**config.mk**
```make
export PLATFORM = sky130hd
export DESIGN_NAME = pis_div
export DESIGN_NICKNAME = d
export VERILOG_FILES = /design/src/design/pis_pkg.sv /design/src/design/pis_div.sv
export SDC_FILE = /design/constraint.sdc
export NUM_CORES = 2
export LEC_CHECK = 0
export BUFFER_PORTS_ARGS = -buffer_cell sky130_fd_sc_hd__buf_2
export CORE_ASPECT_RATIO = 1.4
export CORE_UTILIZATION = 35
export DETAILED_ROUTE_END_ITERATION = 12
export PLACE_DENSITY_LB_ADDON = 0.12
export SYNTH_ARGS = -nofsm -noshare
export SYNTH_HDL_FRONTEND = slang
export SYNTH_SLANG_ARGS = --single-unit
```
**constraint.sdc**
```tcl
create_clock -name clk -period 13.6 [get_ports clk]
set_input_delay 2.04 -clock clk [delete_from_list [all_inputs] [get_ports clk]]
set_output_delay 2.04 -clock clk [all_outputs]
set_load 0.05 [all_outputs]
```
**src/design/pis_pkg.sv**
```systemverilog
package pis_pkg;

  localparam int POS_W     = 24;
  localparam int VEL_W     = 16;
  localparam int SPD_W     = 16;
  localparam int T_W       = 32;
  localparam int H_W       = 43;
  localparam int AM_W      = 32;
  localparam int NM_W      = 43;
  localparam int Q_W       = 84;
  localparam int ROOT_W    = Q_W / 2;
  localparam int SQ_STEPS  = 3;
  localparam int DIV_STEPS = 4;

  localparam logic [SPD_W-1:0] SPEED_RESET = 16'd10000;

  typedef logic signed [POS_W-1:0] pos_t;
  typedef logic signed [VEL_W-1:0] vel_t;

  typedef enum logic [1:0] {
    ST_SOLVED     = 2'd0,
    ST_NO_ROOT    = 2'd1,
    ST_DEGENERATE = 2'd2
  } status_e;

  // Per-item context that rides along the root and divide pipelines
  typedef struct packed {
    pos_t [2:0]             tgt;
    vel_t [2:0]             vel;
    logic signed [H_W-1:0]  h;
    logic [AM_W-1:0]        am;
    logic                   a_neg;
    logic                   neg;
    status_e                status;
  } side_t;

  typedef struct packed {
    pos_t [2:0]             aim;
    logic signed [T_W-1:0]  t;
    status_e                status;
  } res_t;

endpackage

```
**src/design/pis_div.sv**
```systemverilog
module pis_div
  import pis_pkg::*;
#(
  parameter int FRAC = 16
) (
  input  logic            clk,
  input  logic            rst,
  input  logic            en,
  input  logic            vin,
  input  logic [NM_W-1:0] nm,
  input  side_t           side_in,
  output logic            vout,
  output logic [T_W-1:0]  quo,
  output logic            ovf,
  output side_t           side_out
);

  localparam int STAGES = T_W / DIV_STEPS;
  localparam int SHIFT  = T_W - FRAC;

  logic [NM_W-1:0]      hi;
  logic [NM_W+FRAC-1:0] num;

  logic           e_v;
  logic [T_W-1:0] e_rem;
  logic [T_W-1:0] e_low;
  logic           e_ovf;
  side_t          e_sd;

  logic [STAGES-1:0] v;
  logic [STAGES-1:0] ovf_q;
  logic [T_W-1:0]    rem_q [STAGES];
  logic [T_W-1:0]    low_q [STAGES];
  logic [T_W-1:0]    q_q   [STAGES];
  side_t             sd_q  [STAGES];

  logic [T_W-1:0]  rem_in [STAGES];
  logic [T_W-1:0]  low_in [STAGES];
  logic [T_W-1:0]  q_in   [STAGES];
  logic [AM_W-1:0] d_in   [STAGES];

  logic [T_W-1:0] rem_next [STAGES];
  logic [T_W-1:0] low_next [STAGES];
  logic [T_W-1:0] q_next   [STAGES];

  // Upper part of the shifted dividend; a quotient of 2^32 or more sets ovf
  assign hi  = nm >> SHIFT;
  assign num = {nm, {FRAC{1'b0}}};

  always_ff @(posedge clk) begin
    if (rst) begin
      e_v <= 1'b0;
    end else if (en) begin
      e_v <= vin;
    end
    if (en) begin
      e_rem <= hi[T_W-1:0];
      e_low <= num[T_W-1:0];
      e_ovf <= (hi >= NM_W'(side_in.am));
      e_sd  <= side_in;
    end
  end

  always_comb begin
    rem_in[0] = e_rem;
    low_in[0] = e_low;
    q_in[0]   = '0;
    d_in[0]   = e_sd.am;
    for (int k = 1; k < STAGES; k++) begin
      rem_in[k] = rem_q[k-1];
      low_in[k] = low_q[k-1];
      q_in[k]   = q_q[k-1];
      d_in[k]   = sd_q[k-1].am;
    end
  end

  // Restoring division, one quotient bit per step
  always_comb begin
    logic [T_W-1:0]  r;
    logic [T_W-1:0]  lo;
    logic [T_W-1:0]  qq;
    logic [T_W:0]    w;
    for (int k = 0; k < STAGES; k++) begin
      r  = rem_in[k];
      lo = low_in[k];
      qq = q_in[k];
      for (int j = 0; j < DIV_STEPS; j++) begin
        w  = {r, lo[T_W-1]};
        lo = {lo[T_W-2:0], 1'b0};
        if (w >= {1'b0, d_in[k]}) begin
          w  = w - {1'b0, d_in[k]};
          qq = {qq[T_W-2:0], 1'b1};
        end else begin
          qq = {qq[T_W-2:0], 1'b0};
        end
        r = w[T_W-1:0];
      end
      rem_next[k] = r;
      low_next[k] = lo;
      q_next[k]   = qq;
    end
  end

  always_ff @(posedge clk) begin
    if (rst) begin
      v <= '0;
    end else if (en) begin
      v <= {v[STAGES-2:0], e_v};
    end
    if (en) begin
      ovf_q <= {ovf_q[STAGES-2:0], e_ovf};
      for (int k = 0; k < STAGES; k++) begin
        rem_q[k] <= rem_next[k];
        low_q[k] <= low_next[k];
        q_q[k]   <= q_next[k];
      end
      for (int k = STAGES - 1; k > 0; k--) begin
        sd_q[k] <= sd_q[k-1];
      end
      sd_q[0] <= e_sd;
    end
  end

  assign vout     = v[STAGES-1];
  assign quo      = q_q[STAGES-1];
  assign ovf      = ovf_q[STAGES-1];
  assign side_out = sd_q[STAGES-1];

endmodule

```
== Yosys cells after proc, flatten, opt, wreduce, memory -nomap -nowiden ==
Memories as Yosys holds them, arrays and structs flattened.
Index checks and enable logic that the tools add are counted.

* Memories: 4
* Input port bits: 246
* Register bits after elaboration: 260
* RAM bits: 2328

* $add $sub $neg: 32
* Muxes and demuxes: 66
* Magnitude comparators: 33

{| class="wikitable"
|+ Memory list
! name !! depth !! bits a word !! read ports !! clocked after memory_dff !! wr ports !! line !! RTL
|-
| sd_q || 8 || 199 || 8 || 0 || 8 || pis_div.sv:35 || <nowiki>side_t sd_q [STAGES];</nowiki>
|-
| q_q || 8 || 32 || 8 || 0 || 8 || pis_div.sv:34 || <nowiki>logic [T_W-1:0] q_q [STAGES];</nowiki>
|-
| rem_q || 8 || 32 || 7 || 0 || 8 || pis_div.sv:32 || <nowiki>logic [T_W-1:0] rem_q [STAGES];</nowiki>
|-
| low_q || 8 || 28 || 7 || 0 || 8 || pis_div.sv:33 || <nowiki>logic [T_W-1:0] low_q [STAGES];</nowiki>
|}

{| class="wikitable"
|+ Operators with widths
! kind !! count
|-
| two-way mux 32 bit || 32
|-
| >= comparator 33 x 32 -> 1 bit || 31
|-
| subtractor 32 bit || 31
|-
| two-way mux 1 bit || 34
|-
| >= comparator 27 x 32 -> 1 bit || 1
|-
| >= comparator 28 x 32 -> 1 bit || 1
|-
| subtractor 28 x 32 -> 32 bit || 1
|}

== Logic depth before layout (Yosys ltp) ==
An unclocked memory read counts as a cell.

* Word-level depth: 9
* Mapped depth: 63
* Depth with buffers taken out: 56

== Worst setup path after synthesis ==
OpenSTA, ideal clock, no wires.

* Path type: register to register
* From: memory sd_q[0][5] (netlist name)
* To: memory rem_q[1][23], data pin
* Data arrival time: 12.166 ns
* Path buffers: 6
* Setup time: 0.260 ns
* Period minus slack after synthesis: 12.426 ns
* Cell stages (with the launch flop): 55
* Path slack: 1.174 ns
* Path through: edfxtp_1 -> inv_1 -> ha_1 -> nor2b_1 -> o31a_1 -> o211ai_2 -> a21oi_1 -> o21ai_1 -> o21ai_1 -> nor2_1 -> inv_2 -> clkbuf_1 -> buf_1 -> o21ai_0 -> inv_1 -> ha_1 -> nor2b_1 -> o31ai_1 -> (+19 left out) -> nand3_1 -> o211ai_2 -> clkbuf_1 -> buf_1 -> a21oi_1 -> ha_1 -> and3_1 -> and3_1 -> a221o_1 -> o21ai_0 -> a21oi_1 -> o41ai_1 -> o21ai_0 -> o21ai_0 -> a21boi_0 -> a2111oi_4 -> buf_4 -> mux2_2

{| class="wikitable"
|+ RTL lines
! what !! line
|-
| start, declared || pis_div.sv:35
|-
| end, declared || pis_div.sv:32
|}

==> run_results.csv <==
group,metric,value,unit
status,outcome,"finished, final reports clean",
drt,drt-initial-drc-count,4698,
global_route,grt_max_degree,173,
global_route,grt_pass1_wl,625,mm
timing,drv_slew,0,
timing,tns,0,ps
min_path,hp-class,"register to register",
place,dp_hpwl,353,mm
final_layout,drive_gt1_frac,0.280,
drt,routed_via_density,5.11,
logic_synthesis,syn_area_per_cell,11.6,um^2
critical_path,slowest_stage,"nor4_1",
logic_synthesis,synth_common_cells,"2,235 x edfxtp_1, 1,035 x ha_1, 894 x a21oi_1",
die,core-area,0.367,mm^2
timing,layout_worst_path_cycle_share,0.965,
run,maxCapViolations,0,
logic_synthesis,synth_top_area_cell,"edfxtp_1",
logic_synthesis,syn_area,0.129,mm^2
clock_network,clkSinkCount,2244,
clock_network,cts_made_buffers,230,
critical_path,path_buf_inv,14,
drt,drtAntennaViolNets,0,
timing,max_slew.worst_pin.slew,1210,ps
timing,final-setup-viol-count,0,
critical_path,cp_max_fo,17,
logic_synthesis,synth_top_area_frac,0.519,
logic_synthesis,syn-instance-count,11100,
clock_network,clock-root-buffer,"clkbuf_16",
clock_network,htree_num_levels,4,
clock_network,cts_tree,"done",
global_route,grt_pass1_vias,103000,
logic_synthesis,async_flop_share,0,
critical_path,crit_family,"compound AO/OA/AOI/OAI gates",
place,port-buffer-count,478,
timing,relSlewSlack,0.186,
logic_synthesis,synth_cell_types,103,
clock_network,clockBufferDepth,4,
timing,hold_slack,377,ps
timing,timing.final.crit_period,13120,ps
critical_path,critPathLaunchType,"register",
place,finalWeightedCongestion,0.994,
clock_network,path_clk_slew,60,ps
global_route,gr-total-overflow,0,
drt,first_pass_iters,7,
die,die_w,516,um
die,start_util,0.352,
timing,hold_viol,0,
drt,wire_per_inst,22.6,um
global_route,grt_use_total,0.226,
logic_synthesis,synth_nets,12400,
critical_path,arrival,13800,ps
logic_synthesis,yosysWarnings,0,
clock_network,worstSkewPairLatency,960,ps
logic_synthesis,synth_edf_count,2235,
critical_path,required,14280,ps
die,dieArea,0.372,mm^2
logic_synthesis,synth_most_common_cell,"edfxtp_1",
logic_synthesis,dominantRegCellSynth,"edfxtp_1",
drt,drc,0,
timing,skew,120,ps
logic_synthesis,synth_seq_cells,2244,
die,io_pins,479,
final_layout,fill_cells,34400,
critical_path,cp_common_cell,"buf_4",
final_layout,final_nets,15200,
logic_synthesis,yosysSeqAreaShare,0.520,
final_layout,fin_util,0.445,
timing,fmax,0.0762,GHz
logic_synthesis,synthTopCellsByArea,"edfxtp_1 52%, ha_1 10%, xnor2_1 3.7%",
clock_network,cts.hold.buffers_added,0,
die,std_cell_rows,263,
drt,wirelength,430,mm
critical_path,max_stage_delay,560,ps
global_route,antenna_found_initial,33,
critical_path,critical_path_class,"register to register",
drt,via_count,97300,
final_layout,area_growth,26.2,%
die,die_h,721,um
critical_path,end_kind,"register",
kinds of logic (layout without fill, tap and decap cells):
group                      count (synthesis)  in the layout  share of synthesized area
and+or+nand+nor                         2429           2429                     0.0902
muxes                                    513            513                     0.0440
buffers and inverters                   1021           4005                     0.0363
other                                      0             11                          0
AOI/OAI and AO/OA                       3050           3050                      0.151
adders and majority gates               1055           1055                      0.103
DFF                                     2244           2244                      0.520
xor gates and xnor gates                 817            817                     0.0553
sequential cells by signal, indices dropped and copies added (netlist names):
name   count
sd_q    1592
rem_q    224
e_sd     167
q_q      144
d_in      32
e_rem     27
low_q     24
e_low     16
ovf_q      8
v          8
e_ovf      1
e_v        1
metal layers:
metal,track usage,vias to the layer above,share of wire
li1,-,47300,-
met1,0.192,46900,0.31
met2,0.455,1968,0.56
met3,0.0226,1077,0.026
met4,0.195,14,0.10
met5,0,-,0.00020
timing repair:
action,4_1_cts,5_1_grt
pin swaps,5,19
endpoints found under the setup margin,181,230
cloned,0,1
setup buffers,3,27
resized for setup,46,124
endpoints found under the hold margin,0,0
cell type report:
type	count	area [um^2]	area share
inverters	626	2370	0.0145
well taps	4902	6130	0.0376
flip-flops and latches	2244	67300	0.412
clock buffers	264	5930	0.0363
clock inverters	162	1830	0.0112
multi-input cells	7864	58100	0.356
repair buffers	2953	21600	0.133
diodes	11	27.5	0.000169
final timing paths:
check,start,end,slack [ps],cells past startpoint
worst max-delay path,e_low[31],rem_q[0][30],480,56
worst min-delay path,sd_q[1][97],sd_q[1][296],380,0
worst max register to register,e_low[31],rem_q[0][30],480,56
worst min register to register,sd_q[1][97],sd_q[1][296],380,0
cell usage in the layout, fill, tap and decap left out, types with 67 or more instances in the layout:
master     instances
buf_4           2417
edfxtp_1        2235
ha_1            1031
a21oi_1          871
nand2_1          662
o21ai_0          641
nor2_1           631
inv_1            605
xnor2_1          553
a21o_1           486
buf_2            477
mux2_2           412
xor2_1           264
clkbuf_16        233
nand3_1          194
nor3_1           164
o21a_1           162
nand2b_1         143
nand4_1          142
o21bai_1         136
nor2b_1          126
and3_1            82
a31oi_1           75
mux2i_1           67
through the flow:
stage	setup slack, ps	instance area, um^2	std cells
final	481	163000	19000
after global routing	-71.1	163000	19000
after CTS	17.9	163000	19000
after detailed placement	-1320	155000	18600
after global placement	-1300	155000	18600
after floorplan	1170	129000	11100
Power is not shown: default switching activity piles up to over one toggle a cycle in this logic, so the estimate is an artifact.
